===== config.mk =====
export PLATFORM = sky130hd
export DESIGN_NAME = bqli_column
export DESIGN_NICKNAME = d
export VERILOG_FILES = /design/src/hw/rtl/bqli_pkg.sv /design/src/hw/rtl/bqli_column.sv
export SDC_FILE = /design/constraint.sdc
export NUM_CORES = 2
export LEC_CHECK = 0
export BUFFER_PORTS_ARGS = -buffer_cell sky130_fd_sc_hd__buf_2
export CELL_PAD_IN_SITES_DETAIL_PLACEMENT = 1
export CELL_PAD_IN_SITES_GLOBAL_PLACEMENT = 1
export CORE_MARGIN = 2
export CORE_UTILIZATION = 40
export CTS_BUF_LIST = sky130_fd_sc_hd__clkbuf_16
export CTS_CLUSTER_DIAMETER = 100
export DETAILED_ROUTE_END_ITERATION = 8
export PLACE_DENSITY_LB_ADDON = 0.08
export SLEW_MARGIN = 20
export SYNTH_ARGS = -nofsm -noshare
export SYNTH_HDL_FRONTEND = slang
export SYNTH_SLANG_ARGS = --single-unit

===== constraint.sdc =====
create_clock -name clock -period 10.8 [get_ports clock]
set_input_delay 1.08 -clock clock [delete_from_list [all_inputs] [get_ports clock]]
set_output_delay 1.08 -clock clock [all_outputs]
set_load 0.05 [all_outputs]

===== src/hw/rtl/bqli_pkg.sv =====
// Package for the biquintic Lagrange interpolator.
// Holds the payload structs, Lagrange node constants and the sequencer state type.
// No dependencies.
package bqli_pkg;

   localparam int SampleW = 32;
   localparam int FracW = 16;
   localparam int Lanes = 6;

   typedef struct packed {
      logic signed [SampleW-1:0] sample_0;
      logic signed [SampleW-1:0] sample_1;
      logic signed [SampleW-1:0] sample_2;
      logic signed [SampleW-1:0] sample_3;
      logic signed [SampleW-1:0] sample_4;
      logic signed [SampleW-1:0] sample_5;
      logic [FracW-1:0]          frac_x;
      logic [FracW-1:0]          frac_y;
      logic                      row_start;
   } req_type;

   typedef struct packed {
      logic signed [SampleW-1:0] interp_value;
      logic                      saturated;
   } rsp_type;

   // Sequencer states of the weight unit and accumulator.
   typedef enum logic [2:0] {
      ST_IDLE,
      ST_WGT_Y,
      ST_ACC,
      ST_WGT_X,
      ST_MUL_X,
      ST_SUM_X,
      ST_OUT
   } state_type;

   // Node offset m-2 for m = 0..5, and the absolute Lagrange divisors.
   function automatic logic signed [2:0] node_off(input logic [2:0] m);
      logic signed [2:0] r;
      begin
         r = 3'(signed'({1'b0, m}) - 4'sd2);
         return r;
      end
   endfunction

   function automatic logic [6:0] node_div(input logic [2:0] k);
      logic [6:0] r;
      begin
         case (k)
            3'd0: r = 7'd120;
            3'd1: r = 7'd24;
            3'd2: r = 7'd12;
            3'd3: r = 7'd12;
            3'd4: r = 7'd24;
            default: r = 7'd120;
         endcase
         return r;
      end
   endfunction

   // Divisors -120, -12, -24 are negative (k = 0, 2, 4).
   function automatic logic node_neg(input logic [2:0] k);
      return ~k[0];
   endfunction

endpackage


===== src/hw/rtl/bqli_column.sv =====
// Column lane: accumulates sample * row weight, then scales the sum by the x weight.
// Depends on bqli_pkg.
module bqli_column #(
   parameter int SAMPLE_WIDTH = 32,
   parameter int FRAC_BITS = 16
) (
   input  logic                                  clock,
   input  logic                                  acc_en,
   input  logic                                  first,
   input  logic signed [SAMPLE_WIDTH-1:0]        sample,
   input  logic signed [FRAC_BITS+3:0]           wy,
   input  logic                                  mul_en,
   input  logic signed [FRAC_BITS+3:0]           wx,
   output logic signed [SAMPLE_WIDTH+2*FRAC_BITS+11:0] term
);
   import bqli_pkg::*;

   localparam int SW = SAMPLE_WIDTH + FRAC_BITS + 8;
   localparam int TW = SAMPLE_WIDTH + 2 * FRAC_BITS + 12;

   logic signed [SW-1:0] sum_ff, sum_in;
   logic signed [TW-1:0] term_ff, term_in;
   logic signed [SW-FRAC_BITS-1:0] rsum;

   always_comb begin
      sum_in = sum_ff;
      if (acc_en) begin
         sum_in = (first ? SW'(0) : sum_ff) + SW'(sample) * SW'(wy);
      end
      rsum = (SW-FRAC_BITS)'((sum_ff + SW'(1 <<< (FRAC_BITS-1))) >>> FRAC_BITS);
      term_in = term_ff;
      if (mul_en) begin
         term_in = TW'(rsum) * TW'(wx);
      end
   end

   always_ff @(posedge clock) begin
      sum_ff <= sum_in;
      term_ff <= term_in;
   end

   assign term = term_ff;

endmodule

======== After elaboration in Yosys (flattened, before gate mapping) ========
Index checks and enable logic that the tools add are counted.
storage, ports and cells
  register bits after elaboration ......... 132
  latch bits .............................. 0
  memory bits (writable) .................. 0
  ROM bits ................................ 0
  input bits .............................. 76
  output and inout bits ................... 76
  logic and storage cells ................. 7
  memories kept ........................... 0
operators by class
  add/subtract/negate cells ............... 2
  multipliers ............................. 2
  divide/modulo/power cells ............... 0
  order comparisons ....................... 0
  eq/ne operators ......................... 0
  shift operators ......................... 0
  multiplexer cells ....................... 1
  bitwise logic cells ..................... 0
  reduce and logical (&&, ||, !) cells .... 0
operator list
  cell                      count
  $mul A40 B20 Y60          1
  $add A56 B17 Y56 const B  1
  $add A56 B52 Y56          1
  $mux W56                  1
  $mul A32 B20 Y52          1

======== Logic depth before layout (Yosys ltp) ========
  depth in word-level cells ............... 2
  gate-level depth with buffers ........... 37
  depth with buffers taken out ............ 34

======== Worst setup path before layout ========
Ideal clock, no wire load.
  path kind ............................... reg2reg
  from .................................... register sum_ff[15]
  to ...................................... register term_ff[74], in the netlist term[74], data pin
  arrival time ............................ 8.164 ns
  data required time ...................... 10.626 ns
  slack ................................... 2.461 ns
  cell stages (with the launch flop) ...... 35
  path buffers ............................ 3
  clock period less this slack ............ 8.339 ns
  cell sequence ........................... edfxtp_1 > ha_1 > and3_1 > nand2_1 > or3_1 > buf_2 > nor3_4 > nand3_1 > nor3_2 > xor2_1 > buf_2 > and2_1 > fa_1 > inv_1 > fa_1 > inv_1 > fa_1 > fa_1 > inv_1 > fa_1 > fa_1 > inv_1 > fa_1 > ha_1 > clkbuf_1 > and4_1 > nand4_1 > nor3_1 > nand4_1 > o32ai_1 > o211ai_1 > a21o_1 > a31oi_1 > nor4_1 > a311oi_1
between the ends
  word-level cells in the longest chain between the ends .. 2
ends and longest elaborated chain
  element                 RTL line           source
  start, declared         bqli_column.sv:21  logic signed [SW-1:0] sum_ff, sum_in;
  start signal, assigned  bqli_column.sv:38  sum_ff <= sum_in;
  $add A56 B17 Y56        bqli_column.sv:30  rsum = (SW-FRAC_BITS)'((sum_ff + SW'(1 <<< (FRAC_BITS-1))) >>> FRAC_BITS);
  $mul A40 B20 Y60        bqli_column.sv:33  term_in = TW'(rsum) * TW'(wx);
  end signal, assigned    bqli_column.sv:39  term_ff <= term_in;
  end, declared           bqli_column.sv:22  logic signed [TW-1:0] term_ff, term_in;
Every way passes these cells.
A chain may end at the register's enable or synchronous reset.

======== Worst setup path in the final report ========
Same ends and word-level chain as after synthesis.

==> metrics.json <==
{
  "cpPeakStageDelay": {"value": 580, "unit": "ps"},
  "area_of_combinational_cells_with_multiple_inputs": {"value": 46700, "unit": "um2"},
  "global_route.overflow_total": {"value": 0},
  "synthCells": {"value": 6056},
  "drv_cap": {"value": 0},
  "wl_met2": {"value": 83.1, "unit": "mm"},
  "detail_route.drc_violations": {"value": 0},
  "path_buf_inv": {"value": 3},
  "cts_tree": {"value": "yes"},
  "worst_clock_skew": {"value": 14.9, "unit": "ps"},
  "synth_largest_type_area_fraction": {"value": 0.531},
  "crit_path_top_delay_cell": {"value": "xor2_4"},
  "detail_route.iter0.violations": {"value": 1665},
  "aggregate_negative_setup_slack": {"value": 0, "unit": "ps"},
  "most_frequent_cells_in_the_layout": {"value": "1511 x inv_1, 1506 x fa_1, 926 x nand2_1"},
  "final_cycle_utilization_of_the_critical_path": {"value": 0.926},
  "remaining_max_slew_budget_at_the_tightest_pin": {"value": 0.221},
  "cts_post_setup_buffers_inserted": {"value": 0},
  "cts_inserted_buffers": {"value": 17},
  "synth.yosys.seq_area_share": {"value": 0.0614},
  "run_status": {"value": "completed"},
  "nNetsFinal": {"value": 7869},
  "hpwl": {"value": 142, "unit": "mm"},
  "floorplan.core_area": {"value": 141000, "unit": "um2"},
  "drt_wl_total": {"value": 172, "unit": "mm"},
  "timing_worst_slew_pin_value": {"value": 1170, "unit": "ps"},
  "antenna_found_initial": {"value": 3},
  "floorplan.io_pins": {"value": 152},
  "die_height": {"value": 381, "unit": "um"},
  "floorplan.die.width": {"value": 381, "unit": "um"},
  "ctsHtreeMaxLevel": {"value": 4},
  "gp_congestion": {"value": 0.851},
  "wl_per_cell": {"value": 21.9, "unit": "um"},
  "synth-edff-count": {"value": 116},
  "dr_total_vias": {"value": 39400},
  "avgViaCountPerCell": {"value": 4.99},
  "post_cts_hold_buffer_count": {"value": 0},
  "place.port_buffers": {"value": 151},
  "maximum_number_of_pins_on_one_net_before_global_route_repair": {"value": 56},
  "layout-drive-gt1-share": {"value": 0.0563},
  "post-route-worst-setup-slack": {"value": 794, "unit": "ps"},
  "postSynthNetCount": {"value": 7947},
  "ctsLongestPathBuffers": {"value": 2},
  "clock_sinks": {"value": 116},
  "synthDistinctLibCells": {"value": 77},
  "netlist_area": {"value": 56800, "unit": "um2"},
  "layout.area.seq": {"value": 3480, "unit": "um2"},
  "via_count_of_the_first_global_routing_pass": {"value": 45500},
  "rows": {"value": 138},
  "start_kind": {"value": "flip-flop"},
  "met1_routed_length": {"value": 81.3, "unit": "mm"},
  "timing.critical_path.mode_cell": {"value": "fa_1"},
  "timing.final.hold_violations": {"value": 0},
  "ys_dominant_reg_cell": {"value": "edfxtp_1"},
  "setup_repair_after_global_routing_missed_its_margin": {"value": "no"},
  "cts_root_buf": {"value": "clkbuf_16"},
  "final-max-slew-violation-count": {"value": 0},
  "highest_layer": {"value": "met5"},
  "grt_use_total": {"value": 0.248},
  "areaGrowthSynthToFinish": {"value": 5.96, "unit": "%"},
  "crit_fanout": {"value": 20},
  "hold_path_class": {"value": "flip-flop to flip-flop"},
  "die-area": {"value": 145000, "unit": "um2"},
  "crit_family": {"value": "adder cells"},
  "fill_cells": {"value": 16200},
  "syn_area_per_cell": {"value": 9.37, "unit": "um2"},
  "numPlacedInstances": {"value": 7849},
  "grt_first_pass_wirelength": {"value": 275, "unit": "mm"},
  "final_period_minus_worst_setup_slack": {"value": 10010, "unit": "ps"},
  "wl_met3": {"value": 5.08, "unit": "mm"},
  "criticalPathCategory": {"value": "flip-flop to flip-flop"},
  "async_reset_ff_frac": {"value": 0},
  "clk-insertion-delay-late": {"value": 520, "unit": "ps"},
  "clock_slew_at_reported_path_ffs": {"value": 70, "unit": "ps"},
  "timing.fmax": {"value": 99.9, "unit": "MHz"},
  "synth.yosys.warnings": {"value": 0},
  "setup-violations-final": {"value": 0},
  "stdcell_count": {"value": 7882},
  "postCtsResizedCells": {"value": 0},
  "pre_cts_slack": {"value": 442, "unit": "ps"},
  "worstPathArrival": {"value": 10340, "unit": "ps"},
  "postRouteAntennaNets": {"value": 0},
  "layout.cells.most_common": {"value": "inv_1"},
  "netlist.top_cell.by_area": {"value": "fa_1"},
  "ys_ff_latch": {"value": 116},
  "firstDrtPassIters": {"value": 5},
  "worstPathRequired": {"value": 11140, "unit": "ps"},
  "start_util": {"value": 0.402},
  "yosys-top-cells-area": {"value": "fa_1 53%, inv_1 10%, ha_1 6.8%"},
  "worst_setup_path_end_kind": {"value": "flip-flop"}
}
stage by stage:
| stage | area, um2 | utilization | hold slack, ps |
|---|---|---|---|
| after floorplan | 56800 | - | 628 |
| after global placement | 59500 | 0.421 | 654 |
| after detailed placement | 59500 | 0.421 | 669 |
| after CTS | 60100 | 0.426 | 701 |
| after global routing | 60100 | 0.426 | 790 |
| final | 60100 | 0.426 | 694 |
Yosys cell counts, types with 20 or more instances:
library cell  number
nand3_1           32
nor2_1            88
nand2_1          926
inv_1           1512
and3_1            29
o21ai_0           42
edfxtp_1         116
xnor2_1          101
a21o_1            63
nor2b_1           31
clkbuf_1         298
nand4_1           20
fa_1            1506
xor2_1            57
a21oi_1           95
nand2b_1          70
and2_1           543
ha_1             309
worst reg2reg max path, delay by kind of cell (launching register included):
kind | cells | cell delay [ps]
buf+inv | 3 | 260
simple gates | 12 | 3020
flops | 1 | 390
xor+xnor | 1 | 580
compound gates | 5 | 1350
fa+ha+maj | 9 | 4230
routing by layer:
| metal | global-route usage | vias up |
|---|---|---|
| met3 | 0.0167 | 137 |
| li1 | - | 17200 |
| met4 | 0.0503 | 2 |
| met2 | 0.417 | 654 |
| met5 | 0 | - |
| met1 | 0.353 | 21300 |
sequential cells by signal, summed over array words and instances, names as in the netlist:
register	flops
term	60
sum_ff	56
kinds of logic (layout without fill, tap and decap cells):
kind of cell | Yosys count | count (layout) | share of synthesized area
fa+ha+maj | 1815 | 1815 | 0.599
compound gates | 328 | 328 | 0.0384
other cells | 0 | 1 | 0
buf+inv | 1842 | 1777 | 0.123
xor+xnor | 158 | 158 | 0.0244
mux | 2 | 2 | 0.000353
simple gates | 1795 | 1795 | 0.153
flops | 116 | 116 | 0.0614
layout make-up:
class | instances | area share
Multi-Input combinational cell | 4098 | 0.776
Inverter | 1519 | 0.0948
Sequential cell | 116 | 0.0579
Tap cell | 1890 | 0.0393
Timing Repair Buffer | 226 | 0.0221
Clock buffer | 17 | 0.00707
Clock inverter | 15 | 0.00302
Antenna cell | 1 | 0.0000416
worst paths after layout:
check	start	endpoint	slack, ps	cells after the start
worst min-delay path	sum_ff[0]$_DFFE_PP_	sum_ff[0]$_DFFE_PP_	690	2
worst max register to register	sum_ff[15]$_DFFE_PP_	term[74]$_DFFE_PP_	790	30
worst max-delay path	sum_ff[15]$_DFFE_PP_	term[74]$_DFFE_PP_	790	30
worst min register to register	sum_ff[0]$_DFFE_PP_	sum_ff[0]$_DFFE_PP_	690	2
Power is left out: the tool's default activity adds up to more than one toggle a clock period on the data nets, which glitch-free logic cannot reach.
