File: config.mk
export PLATFORM = sky130hd
export DESIGN_NAME = bqli_weight
export DESIGN_NICKNAME = d
export VERILOG_FILES = /design/src/hw/rtl/bqli_pkg.sv /design/src/hw/rtl/bqli_weight.sv
export SDC_FILE = /design/constraint.sdc
export NUM_CORES = 2
export LEC_CHECK = 0
export BUFFER_PORTS_ARGS = -buffer_cell sky130_fd_sc_hd__buf_4
export CAP_MARGIN = 20
export CORE_MARGIN = 3
export CORE_UTILIZATION = 70
export CTS_CLUSTER_SIZE = 12
export DETAILED_ROUTE_END_ITERATION = 10
export GPL_TIMING_DRIVEN = 0
export PLACE_DENSITY_LB_ADDON = 0.12
export SLEW_MARGIN = 40
export SYNTH_ARGS = -nofsm -noshare
export SYNTH_HDL_FRONTEND = slang
export SYNTH_SLANG_ARGS = --single-unit
File: constraint.sdc
create_clock -name clock -period 15.66 [get_ports clock]
set_input_delay 1.566 -clock clock [delete_from_list [all_inputs] [get_ports clock]]
set_output_delay 1.566 -clock clock [all_outputs]
set_load 0.005 [all_outputs]
File: src/hw/rtl/bqli_pkg.sv
// Package for the biquintic Lagrange interpolator.
// Holds the payload structs, Lagrange node constants and the sequencer state type.
// No dependencies.
package bqli_pkg;

   localparam int SampleW = 32;
   localparam int FracW = 16;
   localparam int Lanes = 6;

   typedef struct packed {
      logic signed [SampleW-1:0] sample_0;
      logic signed [SampleW-1:0] sample_1;
      logic signed [SampleW-1:0] sample_2;
      logic signed [SampleW-1:0] sample_3;
      logic signed [SampleW-1:0] sample_4;
      logic signed [SampleW-1:0] sample_5;
      logic [FracW-1:0]          frac_x;
      logic [FracW-1:0]          frac_y;
      logic                      row_start;
   } req_type;

   typedef struct packed {
      logic signed [SampleW-1:0] interp_value;
      logic                      saturated;
   } rsp_type;

   // Sequencer states of the weight unit and accumulator.
   typedef enum logic [2:0] {
      ST_IDLE,
      ST_WGT_Y,
      ST_ACC,
      ST_WGT_X,
      ST_MUL_X,
      ST_SUM_X,
      ST_OUT
   } state_type;

   // Node offset m-2 for m = 0..5, and the absolute Lagrange divisors.
   function automatic logic signed [2:0] node_off(input logic [2:0] m);
      logic signed [2:0] r;
      begin
         r = 3'(signed'({1'b0, m}) - 4'sd2);
         return r;
      end
   endfunction

   function automatic logic [6:0] node_div(input logic [2:0] k);
      logic [6:0] r;
      begin
         case (k)
            3'd0: r = 7'd120;
            3'd1: r = 7'd24;
            3'd2: r = 7'd12;
            3'd3: r = 7'd12;
            3'd4: r = 7'd24;
            default: r = 7'd120;
         endcase
         return r;
      end
   endfunction

   // Divisors -120, -12, -24 are negative (k = 0, 2, 4).
   function automatic logic node_neg(input logic [2:0] k);
      return ~k[0];
   endfunction

endpackage

File: src/hw/rtl/bqli_weight.sv
// Quintic Lagrange weight lane: one per node, five rounded products then a divide.
// Depends on bqli_pkg.
module bqli_weight #(
   parameter int FRAC_BITS = 16,
   parameter logic [2:0] NODE = 3'd0
) (
   input  logic                         clock,
   input  logic                         reset,
   input  logic                         start,
   input  logic [FRAC_BITS-1:0]         frac,
   output logic                         done,
   output logic signed [FRAC_BITS+3:0]  weight
);
   import bqli_pkg::*;

   // Product magnitude stays below 2^(FRAC_BITS+7) for t in [0,1).
   localparam int PW = FRAC_BITS + 9;
   localparam int QW = PW + 8;

   // Floor division by 2d: a power-of-two shift, then a biased reciprocal multiply
   // by 15 or 3. The bias keeps the multiplier operand non-negative.
   localparam int DSH = (NODE == 3'd2 || NODE == 3'd3) ? 3 : 4;
   localparam int DB = (NODE == 3'd0 || NODE == 3'd5) ? 15 : 3;
   localparam int XW = FRAC_BITS + 10;
   localparam int RS = XW + 4;
   localparam int BIAS_EXP = FRAC_BITS + 5;
   localparam logic signed [QW-1:0] BIAS = QW'(longint'(DB) <<< BIAS_EXP);
   localparam logic [RS-1:0] RM = RS'(((64'd1 << RS) + 64'(DB) - 64'd1) / 64'(DB));

   logic signed [PW-1:0]   prod_ff, prod_in;
   logic [2:0]             step_ff, step_in;
   logic                   busy_ff, busy_in;
   logic                   div_ff, div_in;
   logic [FRAC_BITS-1:0]   frac_ff, frac_in;
   logic signed [FRAC_BITS+3:0] weight_ff, weight_in;
   logic                   done_ff, done_in;
   logic signed [FRAC_BITS+3:0] factor;
   logic signed [PW+FRAC_BITS+4:0] mult;
   logic signed [PW-1:0]   rounded;
   logic signed [PW-1:0]   num;
   logic [6:0]             dv;
   logic signed [QW-1:0]   quot;

   always_comb begin
      factor = signed'({4'd0, frac_ff})
             - (signed'((FRAC_BITS+4)'(node_off(step_ff))) <<< FRAC_BITS);
      mult = (PW+FRAC_BITS+5)'(prod_ff) * (PW+FRAC_BITS+5)'(factor);
      rounded = PW'((mult + (PW+FRAC_BITS+5)'(1 <<< (FRAC_BITS-1))) >>> FRAC_BITS);
      dv = node_div(NODE);
      num = node_neg(NODE) ? -prod_ff : prod_ff;
      // Numerator of floor((2p + d) / 2d).
      quot = QW'((QW'(num) <<< 1) + QW'(signed'({1'b0, dv})));
   end

   // Division by twice the node divisor with floor rounding.
   logic signed [QW-1:0] qsh;
   logic [XW-1:0]        xb;
   logic [XW+RS-1:0]     qprod;
   logic signed [QW-1:0] qdiv;
   always_comb begin
      qsh = quot >>> DSH;
      xb = XW'(qsh + BIAS);
      qprod = (XW+RS)'(xb) * (XW+RS)'(RM);
      qdiv = signed'(QW'(qprod >> RS)) - QW'(longint'(1) <<< BIAS_EXP);
   end

   // Step through the five factors, skipping this lane's own node.
   always_comb begin
      prod_in = prod_ff;
      step_in = step_ff;
      busy_in = busy_ff;
      div_in = 1'b0;
      frac_in = frac_ff;
      weight_in = weight_ff;
      done_in = 1'b0;
      if (start) begin
         prod_in = PW'(1) <<< FRAC_BITS;
         step_in = (NODE == 3'd0) ? 3'd1 : 3'd0;
         busy_in = 1'b1;
         frac_in = frac;
      end else if (busy_ff) begin
         prod_in = rounded;
         if (step_ff == 3'd5 || (step_ff == 3'd4 && NODE == 3'd5)) begin
            busy_in = 1'b0;
            div_in = 1'b1;
         end
         step_in = ((step_ff + 3'd1) == NODE) ? step_ff + 3'd2 : step_ff + 3'd1;
      end else if (div_ff) begin
         weight_in = (FRAC_BITS+4)'(qdiv);
         done_in = 1'b1;
      end
   end

   always_ff @(posedge clock) begin
      if (reset) begin
         busy_ff <= 1'b0;
         div_ff <= 1'b0;
         done_ff <= 1'b0;
      end else begin
         busy_ff <= busy_in;
         div_ff <= div_in;
         done_ff <= done_in;
      end
      prod_ff <= prod_in;
      step_ff <= step_in;
      frac_ff <= frac_in;
      weight_ff <= weight_in;
   end

   assign done = done_ff;
   assign weight = weight_ff;

endmodule

=== Word-level counts from Yosys, hierarchy flattened ===
Index checks and enable logic that the tools add are counted.

* Bitwise operators: 2
* Reduce and logical (&&, ||, !) cells: 4
* Muxes and demuxes: 6
* Equality and inequality tests: 1
* $mul: 2
* Add/subtract/negate cells: 9

{| class="wikitable"
|+ Operators by type and width
! cell !! number
|-
| $mul A26 B27 Y50 const B || 1
|-
| $add A41 B17 Y41 const B || 1
|-
| $mul A25 B20 Y41 || 1
|-
| $add A26 B8 Y27 const B || 1
|-
| $add A23 B26 Y26 const B || 1
|-
| $neg A25 Y25 || 1
|-
| $sub A17 B19 Y20 || 1
|-
| $sub A20 B1 Y20 const B || 1
|-
| $reduce_or A3 Y1 || 2
|-
| $mux W1 || 5
|-
| $add A3 B1 Y3 const B || 1
|-
| $add A3 B2 Y3 const B || 1
|-
| $eq A3 B3 Y1 const B || 1
|-
| $logic_not A3 Y1 || 1
|-
| $mux W3 || 1
|-
| $reduce_and A3 Y1 || 1
|-
| $sub A3 B2 Y3 const B || 1
|-
| $not A1 Y1 || 2
|}

* Input port bits: 19
* Output and inout port bits: 21
* Flip-flop bits (word level): 67

=== Depth between registers and ports, before layout ===
* Depth after elaboration: 5
* Mapped depth: 36
* Mapped depth without buffers: 34

=== Least setup slack after synthesis ===
No wires, ideal clock.

* Kind: register to register
* From: register prod_ff[0]
* To: register weight_ff[17] (netlist: weight[17]) (data pin)
* Data required time: 15.396 ns
* Stages on the path, launching flop included: 34
* Buffers on the path: 1
* Path slack: 8.206 ns
* Data arrival time: 7.190 ns
* Clock period less this slack: 7.454 ns
* Path through: dfxtp_1 clkbuf_1 o31ai_1 nand2_1 ha_1 o31a_1 o22a_1 nor2_4 nand3_4 nor3b_4 xor2_2 inv_1 ha_1 inv_1 ha_1 ha_1 ha_1 inv_1 fa_1 inv_1 fa_1 fa_1 inv_1 fa_1 inv_1 ha_1 nand2_1 o21ai_0 a221o_1 a31oi_1 nand4_1 a31oi_1 nor4_1 o41a_1

* Word-level cells in the longest chain between the ends: 5

{| class="wikitable"
|+ RTL lines
! what !! RTL line !! source
|-
| start, declared || bqli_weight.sv:30 || <nowiki>logic signed [PW-1:0] prod_ff, prod_in;</nowiki>
|-
| start signal, assigned || bqli_weight.sv:104 || <nowiki>prod_ff <= prod_in;</nowiki>
|-
| $neg A25 Y25 || bqli_weight.sv:50 || <nowiki>num = node_neg(NODE) ? -prod_ff : prod_ff;</nowiki>
|-
| $add A26 B8 Y27 || bqli_weight.sv:52 || <nowiki>quot = QW'((QW'(num) <<< 1) + QW'(signed'({1'b0, dv})));</nowiki>
|-
| $add A23 B26 Y26 || bqli_weight.sv:62 || <nowiki>xb = XW'(qsh + BIAS);</nowiki>
|-
| $mul A26 B27 Y50 || bqli_weight.sv:63 || <nowiki>qprod = (XW+RS)'(xb) * (XW+RS)'(RM);</nowiki>
|-
| $sub A20 B1 Y20 || bqli_weight.sv:64 || <nowiki>qdiv = signed'(QW'(qprod >> RS)) - QW'(longint'(1) <<< BIAS_EXP);</nowiki>
|-
| via qdiv[17] || bqli_weight.sv:59 || <nowiki>logic signed [QW-1:0] qdiv;</nowiki>
|-
| end signal, assigned || bqli_weight.sv:107 || <nowiki>weight_ff <= weight_in;</nowiki>
|-
| end, declared || bqli_weight.sv:35 || <nowiki>logic signed [FRAC_BITS+3:0] weight_ff, weight_in;</nowiki>
|}

The timed path passes the listed nets, and every way through them passes these cells.
A chain may end at the register's enable or synchronous reset.

=== Worst setup path in the final report ===
* From: register step_ff[0]
* To: register prod_ff[16]

* Word-level cells in the longest chain between the ends: 4

{| class="wikitable"
|+ RTL lines
! what !! RTL line !! source
|-
| start, declared || bqli_weight.sv:31 || <nowiki>logic [2:0] step_ff, step_in;</nowiki>
|-
| start signal, assigned || bqli_weight.sv:105 || <nowiki>step_ff <= step_in;</nowiki>
|-
| $sub A3 B2 Y3 || bqli_pkg.sv:42 || <nowiki>r = 3'(signed'({1'b0, m}) - 4'sd2);</nowiki>
|-
| $sub A17 B19 Y20 || bqli_weight.sv:46 || <nowiki>- (signed'((FRAC_BITS+4)'(node_off(step_ff))) <<< FRAC_BITS);</nowiki>
|-
| $mul A25 B20 Y41 || bqli_weight.sv:47 || <nowiki>mult = (PW+FRAC_BITS+5)'(prod_ff) * (PW+FRAC_BITS+5)'(factor);</nowiki>
|-
| $add A41 B17 Y41 || bqli_weight.sv:48 || <nowiki>rounded = PW'((mult + (PW+FRAC_BITS+5)'(1 <<< (FRAC_BITS-1))) >>> FRAC_BITS);</nowiki>
|}

Every way passes these cells.

==> metrics.txt <==
status complete, no violations; Placer Congestion 0.978; Synth Cell Area 0.0252 mm2; Synth Instances 2684; worst hold path type reg -> reg; post-DP HPWL 58.4 mm; register area share after synthesis 6.76%; final core occ 75.5%; CTS tree built; synth warn 0; number of global-route vias before repair 20.6k; Via density 5.93; Main synth FF type edfxtp_1; Port Buffers 39; Area Overhead vs Synth 4.82%; clock skew 0.0160 ns; vias post-DR 19.0k; DR pass1 iterations 6; max-slew violation count 0; clk slew on worst S/H paths 0.06 ns; critical path type reg -> reg; ys async rst share 0%; Critical Path Fanout Max 10; share of layout cells above drive strength 1 2.92%; period utilization 60.6%; Post-synth EDFFs 36; CP required 15.90 ns; Final Setup Violations 0; drt total wl 69.3 mm; H-tree Lvls 3; Die H 196 um; unrepaired setup endpoints after global routing no; initial antenna violation count 7; drt drc 0; fill count 2593; DR iter-0 viols 1687; fmax 0.105 GHz; Max-slew headroom 40.3%; largest net degree at the start of global routing 22; Arrival @ worst endpoint 9.73 ns; minimum clock period 9.49 ns; area leader, netlist fa_1; Core Area 0.0350 mm2; CTS buffer count 9; Max-Cap Viols 0; Post-Syn Nets 3567; FF+latch count, synth 67; num rows 68; effective utilization at floorplan 72.0%; Final Hold Vio Count 0; Nets 3617; Worst-Margin Slew 0.896 ns; post-cts sizing count 0; Post-DRT Antenna Nets 0; worst skew pair latency 0.36 ns; Die Area 0.0383 mm2; GRT Total Usage 37.9%; io pins 40; Netlist cell types 67; Post-CTS Setup Bufs 0; top post-synthesis cells by area fa_1 45%, ha_1 15%, inv_1 9.4%, nand2_1 5.3%, and2_1 4.4%; CTS root buffer clkbuf_16; Synth top area share 44.8%; Worst setup SP type flop; Final TNS setup 0 ns; total gr overflow 0; Longest Clk Path Bufs 2; first-pass GRT wire length 111 mm; Mapped Avg Cell Area 9.38 um2; CTS Hold Buffers Added 0; clk sink count 67; Die Wd 196 um; WL per Instance 21.7 um; crit end category flop
cells in the mapped netlist, types with 7 or more instances:
library cell	n
inv_1	631
fa_1	563
nand2_1	353
ha_1	301
and2_1	176
clkbuf_1	105
a21oi_1	69
xnor2_1	66
o21ai_0	43
edfxtp_1	36
nor2_1	34
dfxtp_1	31
nand2b_1	29
a21o_1	26
xor2_1	25
nand3_1	18
nor3_1	18
nand4_1	17
a31oi_1	12
nor2b_1	12
nor4_1	10
and3_1	9
o21a_1	7
final timing paths:
path                           startpoint                       end  slack [ns]  depth (start not counted)
setup reg to reg  step_ff[0]$_SDFFE_PP1P_  prod_ff[16]$_SDFFE_PP1P_        6.17                         27
setup / recovery  step_ff[0]$_SDFFE_PP1P_  prod_ff[16]$_SDFFE_PP1P_        6.17                         27
hold / removal    step_ff[2]$_SDFFE_PP0P_         div_ff$_SDFF_PP0_        0.52                          2
hold reg to reg   step_ff[2]$_SDFFE_PP0P_         div_ff$_SDFF_PP0_        0.52                          2
flip-flops by register name, indices dropped and copies added, names as in the netlist:
signal	cells
busy_ff	1
div_ff	1
done	1
frac_ff	16
prod_ff	25
step_ff	3
weight	20
critical path, cell delays in order, from the launching register on:
cell and delay [ns]:
dfxtp_1 0.37, clkbuf_1 0.49, clkbuf_1 0.64, inv_1 0.10, ha_1 0.22, xnor2_1 0.49
clkbuf_1 0.59, nand2_1 0.17, fa_1 0.51, fa_1 0.49, inv_1 0.05, fa_1 0.48
inv_1 0.05, fa_1 0.46, fa_1 0.50, inv_1 0.05, fa_1 0.52, fa_1 0.42
ha_1 0.39, a21oi_1 0.15, o21ai_0 0.13, a21o_1 0.18, a221oi_1 0.71, o31a_1 0.38
o21bai_1 0.15, xnor2_1 0.27, a21oi_1 0.10, or2_2 0.29
layout by cell type (no fill, tap or decap), types with 6 or more instances in the layout:
cell	count
clkbuf_1	103
a31oi_1	12
nor3_1	18
nor2b_1	12
o21a_1	7
clkbuf_16	11
a21o_1	26
nand2_1	353
inv_1	631
ha_1	300
xnor2_1	65
a21oi_1	69
xor2_1	24
nor4_1	10
o21bai_1	6
diode_2	6
fa_1	563
buf_4	39
nor2_1	33
and2_1	175
nand2b_1	29
and3_1	9
dfxtp_1	31
nand3_1	18
o21ai_0	43
a211oi_1	6
nand4_1	17
edfxtp_1	36
cell families after synthesis:
family | count (synthesis) | synth area share (%)
xor+xnor | 92 | 3.23
buf+inv | 745 | 11.2
flops | 67 | 6.76
simple gates | 694 | 13.4
compound gates | 218 | 5.58
fa+ha+maj | 864 | 59.7
mux | 4 | 0.159
through the flow:
step / setup WS (ns) / hold WS (ns) / instances / instance area (um2)
2_1_floorplan: 8.21 / 0.468 / 2684 / 25200
3_3_place_gp: 6.44 / 0.492 / 3178 / 26000
3_5_place_dp: 6.42 / 0.502 / 3178 / 26100
4_1_cts: 6.38 / 0.509 / 3193 / 26400
5_1_grt: 5.99 / 0.533 / 3193 / 26400
6_report: 6.17 / 0.518 / 3199 / 26400
cell type report:
cell class	count	area (um2)	share of cell area, %
plain buffers	113	440	1.67
inverters	632	2370	8.99
flip-flops and latches	67	1700	6.45
clock buffers	15	310	1.18
repair buffers	39	293	1.11
well taps	455	569	2.16
diodes	6	15.0	0.0569
multi-input cells	1872	20700	78.4
per-layer routing:
layer  up-vias  part of all wire [%]  GRT usage [%]  wire [um]
met5         -                     0              0          0
met4         0                   5.2           17.4       3610
met3       236                    10           9.51       7130
met2      1029                    47           60.7      32600
met1      9490                    37           49.3      26000
li1       8221                     -              -          -
Power is left out: the tool's default activity adds up to more than one toggle a clock period on the data nets, which glitch-free logic cannot reach.
